===== src/rtl/der_tlv_header_parser_macros.svh =====
// Assertion macros shared by the DER header parser RTL.
// Included by the files that carry concurrent assertions; depends on nothing.
`ifndef DER_TLV_HEADER_PARSER_MACROS_SVH
`define DER_TLV_HEADER_PARSER_MACROS_SVH

// Same-cycle implication, checked at every rising clock edge outside reset.
`define DTHP_ASSERT_NOW(lbl, clk, rstn, ante, cons) \
  lbl: assert property (@(posedge clk) disable iff (!rstn) (ante) |-> (cons)) \
    else $error("DER header parser check failed");

// Implication into the following cycle.
`define DTHP_ASSERT_NEXT(lbl, clk, rstn, ante, cons) \
  lbl: assert property (@(posedge clk) disable iff (!rstn) (ante) |=> (cons)) \
    else $error("DER header parser check failed");

`endif


===== src/rtl/dthp_pkg.sv =====
// Types and codes for the DER TLV header parser.
// Depends on nothing; used by dthp_result_if, dthp_core, dthp_out_stage and the top module.
`default_nettype none

package dthp_pkg;

  typedef enum logic [1:0] {
    PhTag      = 2'd0,
    PhLenFirst = 2'd1,
    PhLenLong  = 2'd2,
    PhPayload  = 2'd3
  } phase_e;

  typedef enum logic [1:0] {
    RoleTag  = 2'd0,
    RoleLen  = 2'd1,
    RolePay  = 2'd2
  } role_e;

  typedef enum logic [1:0] {
    ErrOk      = 2'd0,
    ErrIndef   = 2'd1,
    ErrTooMany = 2'd2
  } err_e;

  localparam int unsigned CfgWidth     = 3;
  localparam int unsigned LenOutWidth  = 32;
  localparam logic [CfgWidth-1:0] CfgReset = 3'd4;
  localparam int unsigned LongFormBit  = 7;

  typedef struct packed {
    logic [7:0]             byte_out;
    role_e                  byte_role;
    logic [7:0]             element_tag;
    logic [LenOutWidth-1:0] payload_length;
    logic                   header_done;
    logic                   element_end;
    err_e                   error_code;
  } result_t;

endpackage

`default_nettype wire


===== src/rtl/dthp_if.sv =====
// Valid/ready channel interfaces for the DER header parser: byte input and result output.
// Depends on dthp_pkg for the result type.
`default_nettype none

interface dthp_byte_if;
  logic       valid;
  logic       ready;
  logic [7:0] data_byte;

  modport source (output valid, output data_byte, input ready);
  modport sink (input valid, input data_byte, output ready);
endinterface

interface dthp_result_if;
  logic              valid;
  logic              ready;
  dthp_pkg::result_t payload;

  modport source (output valid, output payload, input ready);
  modport sink (input valid, input payload, output ready);
endinterface

`default_nettype wire


===== src/rtl/dthp_in_stage.sv =====
// Input register of the DER header parser: holds one byte until the core takes it.
// Depends on the dthp_byte_if interface.
`default_nettype none

module dthp_in_stage (
  input  wire logic       clk_i,
  input  wire logic       rst_ni,
  dthp_byte_if.sink       byte_i,
  input  wire logic       take_i,
  output logic            valid_o,
  output logic [7:0]      byte_o
);

  logic       valid_q;
  logic       valid_d;
  logic [7:0] byte_q;
  logic       accept;

  assign byte_i.ready = !valid_q || take_i;
  assign accept       = byte_i.valid && byte_i.ready;

  always_comb begin
    valid_d = valid_q;
    if (accept) begin
      valid_d = 1'b1;
    end else if (take_i) begin
      valid_d = 1'b0;
    end
  end

  always_ff @(posedge clk_i or negedge rst_ni) begin
    if (!rst_ni) begin
      valid_q <= 1'b0;
    end else begin
      valid_q <= valid_d;
    end
  end

  always_ff @(posedge clk_i) begin
    if (accept) begin
      byte_q <= byte_i.data_byte;
    end
  end

  assign valid_o = valid_q;
  assign byte_o  = byte_q;

endmodule

`default_nettype wire


===== src/rtl/dthp_core.sv =====
// Parser state and per-byte decode of the DER header parser.
// Depends on dthp_pkg and the assertion macro header.
`default_nettype none
`include "der_tlv_header_parser_macros.svh"

module dthp_core #(
  parameter int unsigned LENGTH_BITS = 32
) (
  input  wire logic                          clk_i,
  input  wire logic                          rst_ni,
  input  wire logic                          cfg_we_i,
  input  wire logic [dthp_pkg::CfgWidth-1:0] cfg_wdata_i,
  input  wire logic                          step_i,
  input  wire logic [7:0]                    byte_i,
  output dthp_pkg::result_t                  res_o
);
  import dthp_pkg::*;

  localparam int unsigned OctetCap = LENGTH_BITS / 8;
  localparam logic [CfgWidth-1:0] OctetCapW = CfgWidth'(OctetCap);

  logic [CfgWidth-1:0]    max_oct_q;
  phase_e                 phase_q, phase_d;
  logic [7:0]             tag_q, tag_d;
  logic [LENGTH_BITS-1:0] accum_q, accum_d;
  logic [CfgWidth-1:0]    oct_left_q, oct_left_d;
  logic [LENGTH_BITS-1:0] pay_left_q, pay_left_d;

  logic [CfgWidth-1:0]    limit;
  logic [6:0]             oct_count;
  logic [LENGTH_BITS+7:0] shifted;
  logic [LENGTH_BITS-1:0] hdr_len;
  logic                   hdr_fin;
  logic [CfgWidth-1:0]    oct_dec;
  logic [LENGTH_BITS-1:0] pay_dec;

  assign limit     = (max_oct_q > OctetCapW) ? OctetCapW : max_oct_q;
  assign oct_count = byte_i[6:0];
  assign shifted   = {accum_q, byte_i};
  assign oct_dec   = (oct_left_q != '0) ? oct_left_q - 1'b1 : oct_left_q;
  assign pay_dec   = (pay_left_q != '0) ? pay_left_q - 1'b1 : pay_left_q;

  // Next state and header completion.
  always_comb begin
    phase_d    = phase_q;
    tag_d      = tag_q;
    accum_d    = accum_q;
    oct_left_d = oct_left_q;
    pay_left_d = pay_left_q;
    hdr_fin    = 1'b0;
    hdr_len    = '0;
    case (phase_q)
      PhTag: begin
        tag_d      = byte_i;
        accum_d    = '0;
        oct_left_d = '0;
        phase_d    = PhLenFirst;
      end
      PhLenFirst: begin
        if (!byte_i[LongFormBit]) begin
          hdr_fin = 1'b1;
          hdr_len = LENGTH_BITS'(byte_i);
        end else if (oct_count == '0) begin
          phase_d = PhTag;
        end else if (oct_count > 7'(limit)) begin
          phase_d = PhTag;
        end else begin
          accum_d    = '0;
          oct_left_d = oct_count[CfgWidth-1:0];
          phase_d    = PhLenLong;
        end
      end
      PhLenLong: begin
        accum_d    = shifted[LENGTH_BITS-1:0];
        oct_left_d = oct_dec;
        if (oct_dec == '0) begin
          hdr_fin = 1'b1;
          hdr_len = shifted[LENGTH_BITS-1:0];
        end
      end
      PhPayload: begin
        pay_left_d = pay_dec;
        if (pay_dec == '0) begin
          phase_d = PhTag;
        end
      end
      default: begin
        phase_d = PhTag;
      end
    endcase
    if (hdr_fin) begin
      pay_left_d = hdr_len;
      phase_d    = (hdr_len == '0) ? PhTag : PhPayload;
    end
  end

  // Result fields for the byte in hand.
  always_comb begin
    res_o                = '0;
    res_o.byte_out       = byte_i;
    res_o.byte_role      = RoleTag;
    res_o.element_tag    = tag_q;
    res_o.error_code     = ErrOk;
    res_o.header_done    = hdr_fin;
    res_o.payload_length = hdr_fin ? LenOutWidth'(hdr_len) : '0;
    res_o.element_end    = hdr_fin && (hdr_len == '0);
    case (phase_q)
      PhTag: begin
        res_o.element_tag = byte_i;
      end
      PhLenFirst: begin
        res_o.byte_role = RoleLen;
        if (byte_i[LongFormBit]) begin
          if (oct_count == '0) begin
            res_o.error_code = ErrIndef;
          end else if (oct_count > 7'(limit)) begin
            res_o.error_code = ErrTooMany;
          end
        end
      end
      PhLenLong: begin
        res_o.byte_role = RoleLen;
      end
      PhPayload: begin
        res_o.byte_role   = RolePay;
        res_o.element_end = (pay_dec == '0);
      end
      default: begin
        res_o.byte_role = RoleTag;
      end
    endcase
  end

  always_ff @(posedge clk_i or negedge rst_ni) begin
    if (!rst_ni) begin
      max_oct_q  <= CfgReset;
      phase_q    <= PhTag;
      tag_q      <= '0;
      accum_q    <= '0;
      oct_left_q <= '0;
      pay_left_q <= '0;
    end else begin
      if (cfg_we_i) begin
        max_oct_q <= cfg_wdata_i;
      end
      if (step_i) begin
        phase_q    <= phase_d;
        tag_q      <= tag_d;
        accum_q    <= accum_d;
        oct_left_q <= oct_left_d;
        pay_left_q <= pay_left_d;
      end
    end
  end

  // A rejected length field always sends the parser back to a tag byte.
  `DTHP_ASSERT_NEXT(a_err_resync, clk_i, rst_ni, step_i && (res_o.error_code != ErrOk), phase_q == PhTag)
  // A header that completes with a nonzero length opens a payload.
  `DTHP_ASSERT_NEXT(a_hdr_payload, clk_i, rst_ni, step_i && res_o.header_done && !res_o.element_end, (phase_q == PhPayload) && (pay_left_q != '0))
  // The completing byte and any error both belong to the length field.
  `DTHP_ASSERT_NOW(a_hdr_role, clk_i, rst_ni, res_o.header_done || (res_o.error_code != ErrOk), res_o.byte_role == RoleLen)
  // Once in a payload, the remaining count is never zero.
  `DTHP_ASSERT_NOW(a_pay_nonzero, clk_i, rst_ni, phase_q == PhPayload, pay_left_q != '0)

endmodule

`default_nettype wire


===== src/rtl/dthp_out_stage.sv =====
// Result register of the DER header parser, driving the result channel.
// Depends on dthp_pkg and the dthp_result_if interface.
`default_nettype none

module dthp_out_stage (
  input  wire logic          clk_i,
  input  wire logic          rst_ni,
  input  wire logic          load_i,
  input  dthp_pkg::result_t  res_i,
  output logic               free_o,
  dthp_result_if.source      result_o
);
  import dthp_pkg::*;

  logic    valid_q;
  logic    valid_d;
  result_t res_q;

  assign free_o = !valid_q || result_o.ready;

  always_comb begin
    valid_d = valid_q;
    if (load_i) begin
      valid_d = 1'b1;
    end else if (result_o.ready) begin
      valid_d = 1'b0;
    end
  end

  always_ff @(posedge clk_i or negedge rst_ni) begin
    if (!rst_ni) begin
      valid_q <= 1'b0;
    end else begin
      valid_q <= valid_d;
    end
  end

  always_ff @(posedge clk_i) begin
    if (load_i) begin
      res_q <= res_i;
    end
  end

  assign result_o.valid   = valid_q;
  assign result_o.payload = res_q;

endmodule

`default_nettype wire


===== src/rtl/der_tlv_header_parser.sv =====
// Channel     | Dir | Contents
// ------------+-----+------------------------------------------------------
// byte_i      | in  | data_byte, one byte of the DER element stream
// result_o    | out | byte_out, byte_role, element_tag, payload_length,
//             |     | header_done, element_end, error_code
// cfg_we_i    | in  | max_length_octets write, data on cfg_wdata_i
//
// One byte per clock is sustained while result_o is ready; a byte's result is
// presented after it passes through the input register and the result register.
// The parser state update on each byte is the single loop that sets this rate.
// Reset returns the parser to expecting a tag byte with max_length_octets at 4.
// A stalled result channel holds the result register and then the input register.
`default_nettype none

module der_tlv_header_parser #(
  parameter int unsigned LENGTH_BITS = 32
) (
  input  wire logic                          clk_i,
  input  wire logic                          rst_ni,
  input  wire logic                          cfg_we_i,
  input  wire logic [dthp_pkg::CfgWidth-1:0] cfg_wdata_i,
  dthp_byte_if.sink                          byte_i,
  dthp_result_if.source                      result_o
);
  import dthp_pkg::*;

  logic       stage_valid;
  logic [7:0] stage_byte;
  logic       out_free;
  logic       step;
  result_t    res;

  assign step = stage_valid && out_free;

  dthp_in_stage u_in (
    .clk_i   (clk_i),
    .rst_ni  (rst_ni),
    .byte_i  (byte_i),
    .take_i  (step),
    .valid_o (stage_valid),
    .byte_o  (stage_byte)
  );

  dthp_core #(
    .LENGTH_BITS (LENGTH_BITS)
  ) u_core (
    .clk_i       (clk_i),
    .rst_ni      (rst_ni),
    .cfg_we_i    (cfg_we_i),
    .cfg_wdata_i (cfg_wdata_i),
    .step_i      (step),
    .byte_i      (stage_byte),
    .res_o       (res)
  );

  dthp_out_stage u_out (
    .clk_i    (clk_i),
    .rst_ni   (rst_ni),
    .load_i   (step),
    .res_i    (res),
    .free_o   (out_free),
    .result_o (result_o)
  );

endmodule

`default_nettype wire

===== src/flat_wrapper.sv =====
// flat-port wrapper written by rule: the top's interface ports become plain ports
module der_tlv_header_parser_flat import dthp_pkg::*;
#(
  parameter int unsigned LENGTH_BITS = 32
)
  (clk_i, rst_ni, cfg_we_i, cfg_wdata_i, byte_i_valid, byte_i_data_byte, byte_i_ready, result_o_valid, result_o_payload, result_o_ready);
  dthp_byte_if byte_i_i ();
  dthp_result_if result_o_i ();
  input  wire logic clk_i;
  input  wire logic rst_ni;
  input  wire logic cfg_we_i;
  input  wire logic [dthp_pkg::CfgWidth-1:0] cfg_wdata_i;
  input wire logic [$bits(byte_i_i.valid)-1:0] byte_i_valid;
  input wire logic [$bits(byte_i_i.data_byte)-1:0] byte_i_data_byte;
  output wire logic [$bits(byte_i_i.ready)-1:0] byte_i_ready;
  output wire logic [$bits(result_o_i.valid)-1:0] result_o_valid;
  output wire logic [$bits(result_o_i.payload)-1:0] result_o_payload;
  input wire logic [$bits(result_o_i.ready)-1:0] result_o_ready;
  assign byte_i_i.valid = byte_i_valid;
  assign byte_i_i.data_byte = byte_i_data_byte;
  assign byte_i_ready = byte_i_i.ready;
  assign result_o_valid = result_o_i.valid;
  assign result_o_payload = result_o_i.payload;
  assign result_o_i.ready = result_o_ready;
  der_tlv_header_parser #(.LENGTH_BITS(LENGTH_BITS)) u_core (.clk_i(clk_i), .rst_ni(rst_ni), .cfg_we_i(cfg_we_i), .cfg_wdata_i(cfg_wdata_i), .byte_i(byte_i_i), .result_o(result_o_i));
endmodule

===== config.mk =====
export PLATFORM = sky130hd
export DESIGN_NAME = der_tlv_header_parser_flat
export DESIGN_NICKNAME = d
export VERILOG_FILES = /design/src/rtl/dthp_pkg.sv /design/src/rtl/dthp_if.sv /design/src/rtl/dthp_in_stage.sv /design/src/rtl/dthp_core.sv /design/src/rtl/dthp_out_stage.sv /design/src/rtl/der_tlv_header_parser.sv /design/src/flat_wrapper.sv
export VERILOG_INCLUDE_DIRS = /design/src /design/src/rtl
export SDC_FILE = /design/constraint.sdc
export NUM_CORES = 1
export LEC_CHECK = 0
export BUFFER_PORTS_ARGS = -buffer_cell sky130_fd_sc_hd__buf_2
export CORE_UTILIZATION = 25
export CTS_CLUSTER_SIZE = 40
export DETAILED_ROUTE_END_ITERATION = 8
export PLACE_DENSITY = 0.38
export SYNTH_ARGS = -nofsm -noshare
export SYNTH_HDL_FRONTEND = slang
export SYNTH_SLANG_ARGS = --single-unit

===== constraint.sdc =====
create_clock -name clk_i -period 11.3 [get_ports clk_i]
set_clock_uncertainty 0.05 [all_clocks]
set_input_delay 1.13 -clock clk_i [delete_from_list [all_inputs] [get_ports clk_i]]
set_output_delay 1.13 -clock clk_i [all_outputs]
set_load 0.03 [all_outputs]

==> After elaboration in Yosys (flattened, before gate mapping) <==
Index checks and enable logic that the tools add are counted.
{ "totals": {"register_bits": 136, "out_inout_bits": 56} }
{ "classes": {"n_addsub": 2, "magnitude_cmp": 2, "eq_ne": 8, "mux": 35, "n_bitwise": 2, "reduce_logical": 25} }
{ "ops": {"columns": ["operator", "n"], "rows": [
  ["$mux 32", 4],
  ["$mux 24", 3],
  ["$pmux 24 s3", 1],
  ["$logic_not 32->1", 2],
  ["$pmux 32 s2", 1],
  ["$reduce_bool 32->1", 1],
  ["$sub 32x1->32 const B", 1],
  ["$mux 3", 5],
  ["$mux 2", 7],
  ["$pmux 3 s3", 1],
  ["$mux 1", 8],
  ["$mux 8", 1],
  ["$gt 7x3->1", 1],
  ["$logic_not 7->1", 1],
  ["$mux 7", 1],
  ["$pmux 2 s3", 1],
  ["$reduce_bool 2->1", 3],
  ["$reduce_bool 3->1", 2],
  ["$reduce_and 5->1", 1],
  ["$eq 2x2->1 const B", 2],
  ["$ne 2x2->1 const B", 2],
  ["$pmux 2 s2", 1],
  ["$reduce_and 2->1", 2],
  ["$reduce_and 4->1", 1],
  ["16 further kinds", 21]
]} }

==> Depth between registers and ports, before layout <==
Gate-level depths: netlist (run 1).
{ "depth": {"word_depth": 8, "ltp_mapped": 13} }

==> Hierarchy <==
A second synthesis (run 1) with hierarchy kept.
{ "hier_totals": {"cells_unflattened": 700, "hier_area_um2": 6976.7} }
{ "modules_own_cells": {"columns": ["module", "n_inst", "cells_per_inst", "area_each_um2", "seq_area_each_um2"], "rows": [
  ["dthp_core", 1, 630, 5007.3, 1803.0],
  ["dthp_out_stage", 1, 57, 1669.1, 1646.6],
  ["dthp_in_stage", 1, 12, 294.0, 265.3],
  ["der_tlv_header_parser", 1, 1, 6.3, 0.0]
]} }

==> Least setup slack after synthesis (run 1) <==
OpenSTA, ideal clock, no wires.
{ "synth_path": {"kind": "input port to flip-flop", "from": "input port result_o_ready", "to": "register u_core.u_core.phase_q[1]", "setup_ns": 0.132, "arrival_ns": 4.198, "slack_ns": 6.921, "path_stages": 9, "path_buffers": 1, "path_cell_list": "nand2b_1 nand2_1 inv_1 clkbuf_1 nand2_1 a211oi_1 inv_1 a311oi_1 a211oi_1"} }
{ "synth_via": {"elab_chain_len": 3} }
{ "synth_lines": {"columns": ["item", "line", "text"], "rows": [
  ["start: declaration", "flat_wrapper.sv:18", "input wire logic [$bits(result_o_i.ready)-1:0] result_o_ready;"],
  ["$logic_or 1x1->1", "dthp_out_stage.sv:19", "assign free_o = !valid_q || result_o.ready;"],
  ["$logic_and 1x1->1", "der_tlv_header_parser.sv:33", "assign step = stage_valid && out_free;"],
  ["via u_core.step", "der_tlv_header_parser.sv:30", "logic step;"],
  ["$reduce_and 4->1 (no source line)", null, null],
  ["end signal: assignment", "dthp_core.sv:137", "phase_q <= PhTag;"],
  ["end signal: assignment", "dthp_core.sv:147", "phase_q <= phase_d;"],
  ["end: declaration", "dthp_core.sv:23", "phase_e phase_q, phase_d;"]
]} }
The timed path passes the listed nets, and every way through them passes these cells.
A chain may end at the register's enable or synchronous reset.

==> Worst setup path after layout (run 1) <==
{ "layout_path": {"from": "register u_core.u_core.phase_q[0]", "to": "register u_core.u_core.pay_left_q[0]"} }
{ "layout_via": {"elab_chain_len": 4} }
{ "layout_lines": {"columns": ["item", "line", "text"], "rows": [
  ["$eq 2x2->1 or $eq 2x1->1 (tied branches)", "dthp_core.sv:52", "case (phase_q)"],
  ["$pmux 1 s2", "dthp_core.sv:52", null],
  ["$reduce_bool 2->1 (no source line)", null, null],
  ["$reduce_and 2->1 (no source line)", null, null],
  ["end signal: assignment", "dthp_core.sv:151", "pay_left_q <= pay_left_d;"],
  ["end: declaration", "dthp_core.sv:27", "logic [LENGTH_BITS-1:0] pay_left_q, pay_left_d;"]
]} }
Several ways; a longest one is shown, not always the timed one.

==> reports/metrics.csv, run 1 <==
metric,value,unit
status,finished clean,
initial antenna violation count,0,
WP data arrival,4.05,ns
core area,27000,sq um
H-tree levels,4,
TNS Setup,0,ns
GR Layer Usage met1,22.1,%
vias in the first global route,5417,
CTS Hold Buffers Added,0,
RD Place Congestion,0.916,
placed cells,1053,
Max Slew Vio Count,0,
startpoint types,flip-flop,
Post-Syn Area per Cell,10.2,sq um
Worst setup EP type,flip-flop,
clock sink count,136,
Hold Path Stages,1,
first-pass GRT wire length,33.5,mm
RR Endpoint,u_core.u_core.pay_left_q[0]$_DFFE_PN0P_,
layout cells sized above 1,20.0,%
Synth Register Bits,136,
area of the multi-input gates,2930,sq um
CTS root buf,clkbuf_16,
Synth Flop Type,dfrtp_1,
Syn Std Cell Area,6870,sq um
final critical-path required period,3.83,ns
Top Ports,72,
CP required,11.52,ns
Final Hold Fails,0,
Reg2Reg Launch Point,u_core.u_core.phase_q[0]$_DFFE_PN0P_,
crit path max fanout,46,
CTS tree,yes,
largest net degree at the start of global routing,67,
met2 Usage GRT,25.2,%
Mapped Nets,699,
Leakage,0.00321,uW
Slew headroom,35.2,%
Final #Nets,758,
FP Rows,60,
Tot GR Track Use,15.8,%
sequential fraction of the synthesis area,54.1,%
Layout Cells excl Fill,1085,
r2r worst-path depth,13,
Synth async-reset ratio,54.4,%
area delta synth->final,18.5,%
drt total wl,21.5,mm
total vias in the final route,5418,
Wirelength per Cell,19.8,um
Peak VDD IR,0.0828,mV
clk buf depth,2,
register area,3710,sq um
fillers,2780,
Ys Warns,0,
DPL Wire Length,15.3,mm
Post-synth EDFFs,62,
post-synthesis cell count,672,
die height,168,um
Final period util,33.9,%
Iteration-0 DRC Markers,418,
total grt overflow,0,
Port Buf Inserts,71,
Post-CTS Resized,0,
ANT nets after route,0,
number of diodes,0,
Top Usage Layer GRT,met2,
RSZ-0062 raised after global routing,false,
DR pass1 iterations,7,
Die Span X,168,um
Worst-Skew Late Latency,0.42,ns
M3 GR Usage,2.35,%
Post-route DRC,0,
"Setup violations, final",0,
HP Class,reg -> reg,
Hold Path Sink,u_core.u_out.result_o.valid$_DFFE_PN0P_,
Slew @ Worst Pin,0.973,ns
power per cell area,268,nW/um^2
fmax,261,MHz
Crit. Startpoint,u_core.u_core.phase_q[0]$_DFFE_PN0P_,
CTS Buf Count,17,
Yosys cell types,72,
min-delay src,u_core.u_in.valid_o$_DFFE_PN0P_,
die area,28100,sq um
WS Path Type,reg -> reg,
Via density,4.99,
Clock Pin Slew Worst Setup and Hold Paths,0.06,ns
Max Cap Violations,0,
Starting Density,25.5,%
Post-CTS Setup Repair Bufs,0,
Worst R2R Setup Slack,7.47,ns
Yosys cell counts (2+ instances only):
library cell | number | share of area [%]
o21ai_0 | 79 | 5.8
dfrtp_1 | 73 | 27
nand2_1 | 73 | 4.0
edfxtp_1 | 62 | 27
nor2_1 | 55 | 3.0
a21oi_1 | 38 | 2.8
and2_1 | 34 | 3.1
clkbuf_1 | 33 | 1.8
mux2_2 | 18 | 3.0
inv_1 | 17 | 0.93
nor3_1 | 17 | 1.2
nor4_1 | 16 | 1.5
a31oi_1 | 12 | 1.1
ha_1 | 11 | 2.0
nand3_1 | 11 | 0.80
o22a_1 | 9 | 1.1
nand4_1 | 7 | 0.64
or4_1 | 7 | 0.76
a211oi_1 | 6 | 0.66
nand2b_1 | 6 | 0.55
or3_1 | 6 | 0.55
o22ai_1 | 5 | 0.46
or2_2 | 4 | 0.36
xnor2_1 | 4 | 0.51
xor2_1 | 4 | 0.51
and3_1 | 3 | 0.27
nand3b_1 | 3 | 0.33
nor3b_1 | 3 | 0.33
o2bb2ai_1 | 3 | 0.38
a2111oi_4 | 2 | 0.80
buf_2 | 2 | 0.15
buf_6 | 2 | 0.33
nor2b_1 | 2 | 0.18
nor4b_1 | 2 | 0.26
o211ai_1 | 2 | 0.22
o21bai_1 | 2 | 0.22
o31a_1 | 2 | 0.26
o31ai_1 | 2 | 0.22
or4_4 | 2 | 0.33
power by group:
group	leakage (uW)	internal (uW)	switching (uW)	total (uW)
sequential	0.00158	644	129	773
combinational	0.00134	282	563	845
clock	0.000290	346	216	562
area by class of cell:
type / instances / share of cell area (%)
well taps: 341 / 5.24
repair buffers: 79 / 5.13
clock buffers: 19 / 5.32
clock inverters: 13 / 1.88
multi-input cells: 479 / 36.0
inverters: 18 / 0.830
flip-flops and latches: 136 / 45.6
how the worst max path moves through the flow:
stage | slack (ns) | cells after the start | end
final | 7.47 | 13 | u_core.u_core.pay_left_q[0]$_DFFE_PN0P_
after global routing | 7.01 | 13 | u_core.u_core.pay_left_q[10]$_DFFE_PN0P_
after CTS | 7.46 | 13 | u_core.u_core.pay_left_q[0]$_DFFE_PN0P_
after detailed placement | 7.45 | 13 | u_core.u_core.pay_left_q[31]$_DFFE_PN0P_
after global placement | 7.55 | 10 | u_core.u_core.phase_q[1]$_DFFE_PN0P_
after floorplan | 6.92 | 9 | u_core.u_core.phase_q[1]$_DFFE_PN0P_
layer usage:
| metal | routed length (um) | up-vias |
|---|---|---|
| li1 | - | 2580 |
| met1 | 10300 | 2695 |
| met2 | 10100 | 122 |
| met3 | 671 | 21 |
| met4 | 318 | 0 |
| met5 | 0 | - |
metrics by stage:
| stage | setup WS (ns) | area, sq um | power (uW) | hold WS (ns) | util [%] |
|---|---|---|---|---|---|
| 2_1_floorplan | 6.92 | 6870 | 1380 | 0.374 | - |
| 3_3_place_gp | 7.55 | 7550 | 1620 | 0.435 | 28.0 |
| 3_5_place_dp | 7.45 | 7550 | 1630 | 0.442 | 28.0 |
| 4_1_cts | 7.46 | 8140 | 2200 | 0.449 | 30.2 |
| 5_1_grt | 7.01 | 8140 | 2320 | 0.468 | 30.2 |
| 6_report | 7.47 | 8140 | 2180 | 0.444 | 30.2 |
state kept, by name, indices dropped and copies added (netlist names):
signal and flops:
u_core.u_core.accum_q 24, u_core.u_core.max_oct_q 3, u_core.u_core.oct_left_q 3, u_core.u_core.pay_left_q 32
u_core.u_core.phase_q 2, u_core.u_core.tag_q 8, u_core.u_in.byte_o 8, u_core.u_in.valid_o 1
u_core.u_out.result_o.payload 54, u_core.u_out.result_o.valid 1
placed cells by master, fill, tap and decap left out, types with 3 or more instances in the layout:
cell type	n
xor2_1	4
nand3_1	11
nor3_1	17
o22ai_1	5
buf_4	9
clkinv_2	4
a31oi_1	12
and3_1	3
nand3b_1	3
or3_1	6
or2_2	4
inv_1	16
nand2b_1	6
edfxtp_1	62
buf_2	70
o22a_1	9
clkbuf_16	17
o2bb2ai_1	3
ha_1	11
nor4_1	16
or4_1	7
clkinv_4	3
and2_1	34
nor2_1	55
dfrtp_1	73
nor3b_1	3
xnor2_1	4
mux2_2	18
o21ai_0	79
nand2_1	73
nand4_1	7
a211oi_1	6
bufinv_16	3
a21oi_1	38
clkinv_1	3
critical path, cell delays in order, from the launching register on:
cell,delay (ns)
dfrtp_1,0.45
inv_1,0.12
ha_1,0.80
nand2_1,0.25
a21oi_1,0.19
buf_4,0.30
nor2_1,0.08
buf_4,0.23
clkinv_1,0.07
buf_4,0.39
o21ai_2,0.08
buf_4,0.29
a21oi_1,0.22
o22ai_1,0.11
cells by family (layout without fill, tap and decap cells):
group	Yosys count	count (layout)	synth area share, %
AND/OR/NAND/NOR	264	264	20.3
AO/OA/AOI/OAI	177	177	16.1
flip-flops	136	136	54.1
buffers and inverters	57	129	3.39
multiplexers	19	19	3.10
adder cells (fa/ha/maj)	11	11	2.00
XOR/XNOR	8	8	1.02
Power figures use the tool's default switching activity.
==> run 2: changes to the inputs <==
==> constraint.sdc (replaced) <==
create_clock -name clk_i -period 3.95 [get_ports clk_i]
set_clock_uncertainty 0.05 [all_clocks]
set_input_delay 0.395 -clock clk_i [delete_from_list [all_inputs] [get_ports clk_i]]
set_output_delay 0.395 -clock clk_i [all_outputs]
set_load 0.03 [all_outputs]
==> reports/metrics.csv, run 2 (same netlist as run 1, synthesis figures left out) <==
metric,value,unit,change
area delta synth->final,19.0,%,
HP Class,in -> reg,,
GR Layer Usage met1,21.0,%,-1.1 points
M3 GR Usage,2.87,%,+0.52 points
Max Slew Vio Count,0,,unchanged
final core utilization,30.3,%,+0.14 points
first-pass GRT wire length,33.3,mm,-0.68%
r2r worst-path depth,8,,-5
CP Cell Sequence,or4_1 -> or4_4 -> a2111oi_4 -> xor2_1 -> or3b_4 -> a2111oi_4 -> a211oi_1 -> a311oi_2,,
Clock Pin Slew Worst Setup and Hold Paths,0.07,ns,about the same
Slew @ Worst Pin,1.05,ns,+0.0779 ns
number of diodes,0,,unchanged
Final #Nets,766,,+1.1%
met2 Usage GRT,25.7,%,+0.53 points
startpoint types,flip-flop,,
RD Place Congestion,0.859,,-6.2%
Port Buf Inserts,71,,unchanged
Layout Cells excl Fill,1093,,+0.74%
Hold Path Sink,u_core.u_in.byte_o[2]$_DFFE_PP_,,
area of the multi-input gates,2930,sq um,unchanged
core area,27000,sq um,unchanged
max reg flops,54,,unchanged
Worst R2R Setup Slack,0.29,ns,-7.17 ns
Crit. Startpoint,u_core.u_core.pay_left_q[3]$_DFFE_PN0P_,,
Iteration-0 DRC Markers,338,,-19%
min-delay src,byte_i_data_byte[2],,
"Setup violations, final",0,,unchanged
CP top delay family,simple AND/OR/NAND/NOR gates,,
CP max stage delay,0.73,ns,-0.07 ns
total grt overflow,0,,unchanged
Leakage,0.00322,uW,+0.51%
die area,28100,sq um,unchanged
FP Rows,60,,unchanged
clk buf depth,2,,unchanged
WP data arrival,3.93,ns,-0.12 ns
"most common cell after layout, fill and taps aside",o21ai_0,,
vias in the first global route,5491,,+1.4%
register area,3710,sq um,unchanged
CTS root buf,clkbuf_16,,
total vias in the final route,5446,,+0.52%
CTS Hold Buffers Added,0,,unchanged
Top Ports,72,,unchanged
CP required,4.22,ns,-7.30 ns
WP depth,8,,-5
CTS Buf Count,17,,unchanged
Tot GR Track Use,15.7,%,-0.11 points
Post-CTS Setup Repair Bufs,0,,unchanged
drt total wl,21.4,mm,-0.39%
clock sink count,136,,unchanged
fillers,2798,,+0.65%
final critical-path required period,3.66,ns,-0.178 ns
largest net degree at the start of global routing,75,,+12%
Starting Density,25.5,%,unchanged
Peak VDD IR,0.306,mV,+270%
TNS Setup,0,ns,unchanged
Slew headroom,30.0,%,-5.2 points
Hold Path Stages,1,,unchanged
initial antenna violation count,0,,unchanged
status,finished clean,,
Reg2Reg Launch Point,u_core.u_core.pay_left_q[3]$_DFFE_PN0P_,,
RR Endpoint,u_core.u_core.phase_q[0]$_DFFE_PN0P_,,
fmax,274,MHz,+4.9%
Via density,4.98,,-0.22%
H-tree levels,4,,unchanged
Die Span X,168,um,unchanged
"commonest cells after routing, fill and taps aside","79 x o21ai_0, 73 x nand2_1, 73 x dfrtp_1",,
layout cells sized above 1,21.0,%,+0.98 points
DPL Wire Length,15.1,mm,-1.4%
Wirelength per Cell,19.6,um,-1.1%
Top Usage Layer GRT,met2,,
Worst setup EP type,flip-flop,,
CTS tree,yes,,
placed cells,1061,,+0.76%
most frequent CP cell,a2111oi_4,,
die height,168,um,unchanged
Worst-Skew Late Latency,0.42,ns,about the same
Post-CTS Resized,0,,unchanged
Max Cap Violations,0,,unchanged
RSZ-0062 raised after global routing,false,,
Final Hold Fails,0,,unchanged
"Slowest-stage cell, CP",or4_1,,
power per cell area,765,nW/um^2,+190%
Final period util,92.5,%,+59 points
WS Path Type,reg -> reg,,
Post-route DRC,0,,unchanged
WP buf/inv,0,,-6
crit path max fanout,8,,-83%
ANT nets after route,0,,unchanged
DR pass1 iterations,5,,-2
[run 2: changes by cell type in the layout (fill, tap and decap cells not counted), sizes merged]
cell      delta
buf          +8
clkinv       -6
inv          +4
clkinvlp     +3
bufinv       -2
clkbuf       +1
[run 2: worst max path at each step]
| stage | end | slack [ns] |
|---|---|---|
| 2_1_floorplan | u_core.u_core.phase_q[1]$_DFFE_PN0P_ | 0.19 |
| 3_3_place_gp | u_core.u_core.phase_q[0]$_DFFE_PN0P_ | 0.40 |
| 3_5_place_dp | u_core.u_core.phase_q[0]$_DFFE_PN0P_ | 0.31 |
| 4_1_cts | u_core.u_core.phase_q[0]$_DFFE_PN0P_ | 0.29 |
| 5_1_grt | u_core.u_core.phase_q[0]$_DFFE_PN0P_ | 0.13 |
| 6_report | u_core.u_core.phase_q[0]$_DFFE_PN0P_ | 0.29 |
[run 2: metal layers]
metal  vias up  share of wire, %
met5         -                 0
met1      2723                47
met3        20               3.4
met2       112                48
li1       2591                 -
met4         0               1.6
[run 2: worst reg2reg max path: cells and delay by family (launching register included)]
family	cells	cell delay, ns
AOI/OAI and AO/OA	4	1.13
DFF	1	0.46
xor gates and xnor gates	1	0.14
and+or+nand+nor	3	1.78
[run 2: stage by stage]
stage                     instance area (sq um)  setup WS, ns  power (uW)  hold WS, ns
after floorplan                            6870         0.186        3940       0.0494
after detailed placement                   7610         0.308        4730        0.432
after CTS                                  8180         0.290        6310       0.0659
after global placement                     7610         0.397        4720        0.430
after global routing                       8180         0.127        6670       0.0699
final                                      8180         0.294        6250       0.0916
[run 2: power breakdown]
part	total (uW)	switching [uW]	internal, uW	leakage, uW
sequential	2200	357	1840	0.00158
combinational	2500	1640	856	0.00138
clock	1550	661	893	0.000266
total	6250	2660	3590	0.00322
[run 2: cell type report]
class                      instances  area share, %
clock buffer                      20           5.46
clock inverter                    12           1.44
inverter                          18          0.826
multi-input combinational        479           35.8
sequential                       136           45.4
tap                              341           5.22
timing repair buffer              87           5.84
==> run 3: changes to the inputs <==
--- a/config.mk
+++ b/config.mk
@@ -7,10 +7,10 @@
 export NUM_CORES = 1
 export LEC_CHECK = 0
 export BUFFER_PORTS_ARGS = -buffer_cell sky130_fd_sc_hd__buf_2
-export CORE_UTILIZATION = 25
+export CORE_UTILIZATION = 59
 export CTS_CLUSTER_SIZE = 40
 export DETAILED_ROUTE_END_ITERATION = 8
-export PLACE_DENSITY = 0.38
+export PLACE_DENSITY = 0.78
 export SYNTH_ARGS = -nofsm -noshare
 export SYNTH_HDL_FRONTEND = slang
 export SYNTH_SLANG_ARGS = --single-unit
==> constraint.sdc (replaced) <==
create_clock -name clk_i -period 3.95 [get_ports clk_i]
set_clock_uncertainty 0.05 [all_clocks]
set_input_delay 1.185 -clock clk_i [delete_from_list [all_inputs] [get_ports clk_i]]
set_output_delay 1.185 -clock clk_i [all_outputs]
set_load 0.03 [all_outputs]
==> reports/metrics.csv, run 3 (same netlist as run 1, synthesis figures left out) <==
metric,value,unit,change
power per cell area,787,nW/um^2,+2.9%
Layout Cells excl Fill,900,,-18%
Worst-Skew Late Latency,0.43,ns,about the same
vias in the first global route,5417,,-1.3%
Peak VDD IR,0.552,mV,+80%
Clock Pin Slew Worst Setup and Hold Paths,0.06,ns,about the same
r2r worst-path depth,10,,+2
RSZ-0062 raised after global routing,false,,
drt total wl,19.0,mm,-11%
first-pass GRT wire length,28.9,mm,-13%
Port Buf Inserts,71,,unchanged
Max Cap Violations,0,,unchanged
RD Place Congestion,0.947,,+10%
Hold Path Sink,u_core.u_out.result_o.valid$_DFFE_PN0P_,,
initial antenna violation count,0,,unchanged
Slew @ Worst Pin,0.899,ns,-0.151 ns
CTS Hold Buffers Added,0,,unchanged
Via density,6.38,,+28%
Iteration-0 DRC Markers,540,,+60%
Leakage,0.00326,uW,+1.2%
Post-CTS Setup Repair Bufs,0,,unchanged
Post-route DRC,0,,unchanged
Final period util,93.6,%,+1.1 points
layout cells sized above 1,21.7,%,+0.65 points
Final Hold Fails,0,,unchanged
Post-CTS Resized,0,,unchanged
WP data arrival,3.98,ns,+0.05 ns
Max Slew Vio Count,0,,unchanged
Reg2Reg Launch Point,u_core.u_core.pay_left_q[0]$_DFFE_PN0P_,,
Die Span X,110,um,-34%
HP Class,reg -> reg,,
total grt overflow,0,,unchanged
"Setup violations, final",0,,unchanged
Post-Place Worst Slack,0.307,ns,-0.00115 ns
final critical-path required period,3.70,ns,+0.0416 ns
DPL Wire Length,13.3,mm,-12%
Tot GR Track Use,33.3,%,+18 points
clock sink count,136,,unchanged
RR Endpoint,u_core.u_core.phase_q[0]$_DFFE_PN0P_,,
placed cells,868,,-18%
"most common cell after layout, fill and taps aside",o21ai_0,,
FP Rows,39,,-35%
crit path max fanout,6,,-2
"commonest cells after routing, fill and taps aside","79 x o21ai_0, 73 x nand2_1, 73 x dfrtp_1",,
Worst setup EP type,flip-flop,,
Starting Density,60.4,%,+35 points
total vias in the final route,5743,,+5.5%
Hold Path Stages,1,,unchanged
largest net degree at the start of global routing,49,,-35%
number of diodes,0,,unchanged
TNS Setup,0,ns,unchanged
CTS tree,yes,,
max reg flops,54,,unchanged
fmax,270,MHz,-1.1%
CP required,4.23,ns,about the same
WS Path Type,reg -> reg,,
Wirelength per Cell,21.1,um,+7.7%
CTS root buf,clkbuf_16,,
startpoint types,flip-flop,,
H-tree levels,4,,unchanged
Worst R2R Setup Slack,0.25,ns,-0.04 ns
Top Ports,72,,unchanged
die area,12100,sq um,-57%
fin worst setup slack,0.253,ns,-0.0416 ns
DR pass1 iterations,6,,+1
min-delay src,u_core.u_in.valid_o$_DFFE_PN0P_,,
CTS Buf Count,17,,unchanged
Slew headroom,39.5,%,+9.5 points
Final #Nets,771,,+0.65%
area delta synth->final,16.5,%,
clk buf depth,2,,unchanged
ANT nets after route,0,,unchanged
die height,110,um,-34%
status,finished clean,,
core area,11400,sq um,-58%
run 3: changes by cell type in the layout (fill, tap and decap cells not counted), sizes merged:
| cell | change |
|---|---|
| buf | +5 |
| clkbuf | -2 |
| clkinv | +2 |
| inv | -2 |
| bufinv | +1 |
| clkinvlp | +1 |
run 3: area by class of cell:
type | instances | area (sq um)
flip-flops and latches | 136 | 3710
fillers | 848 | 3370
clock buffers | 18 | 439
well taps | 143 | 179
clock inverters | 14 | 149
multi-input cells | 479 | 2930
repair buffers | 92 | 526
inverters | 18 | 67.6
run 3: where the power goes:
part / switching [uW] / internal [uW] / total (uW) / leakage (uW)
logic: 1650 / 875 / 2530 / 0.00141
registers: 347 / 1840 / 2190 / 0.00158
clock network: 629 / 948 / 1580 / 0.000276
run 3: worst max-delay path by stage:
stage / start / to / slack (ns)
after floorplan: result_o_ready / u_core.u_core.phase_q[1]$_DFFE_PN0P_ / 0.49
after global placement: u_core.u_core.pay_left_q[3]$_DFFE_PN0P_ / u_core.u_core.phase_q[0]$_DFFE_PN0P_ / 0.40
after detailed placement: u_core.u_core.pay_left_q[0]$_DFFE_PN0P_ / u_core.u_core.phase_q[0]$_DFFE_PN0P_ / 0.31
after CTS: u_core.u_core.pay_left_q[0]$_DFFE_PN0P_ / u_core.u_core.phase_q[0]$_DFFE_PN0P_ / 0.28
after global routing: u_core.u_core.pay_left_q[0]$_DFFE_PN0P_ / u_core.u_core.phase_q[0]$_DFFE_PN0P_ / 0.1
final: u_core.u_core.pay_left_q[0]$_DFFE_PN0P_ / u_core.u_core.phase_q[0]$_DFFE_PN0P_ / 0.25
run 3: stage by stage:
step	instance area, sq um	hold slack [ns]	total power, uW	util, %
floorplan	6870	0.374	3930	-
global placement	7410	0.425	4600	65.2
detailed placement	7410	0.443	4660	65.2
CTS	8000	0.450	6250	70.4
global route	8000	0.468	6630	70.4
finish	8000	0.442	6290	70.4
run 3: critical path, stage by stage (launching register included):
cell       delay [ns]
dfrtp_1          0.43
inv_1            0.16
ha_1             0.25
or3b_2           0.51
or4_4            0.47
a2111oi_4        0.37
xor2_1           0.15
or3b_4           0.44
a2111oi_4        0.37
a211oi_1         0.15
a311oi_2         0.26
run 3: routing by layer:
| layer | track usage (%) | share of wire (%) | wire length (um) | up-vias |
|---|---|---|---|---|
| li1 | - | - | - | 2612 |
| met1 | 45.5 | 43 | 8190 | 2817 |
| met2 | 51.3 | 46 | 8760 | 270 |
| met3 | 9.01 | 8.1 | 1530 | 44 |
| met4 | 11.4 | 2.5 | 472 | 0 |
| met5 | 0 | 0 | 0 | - |
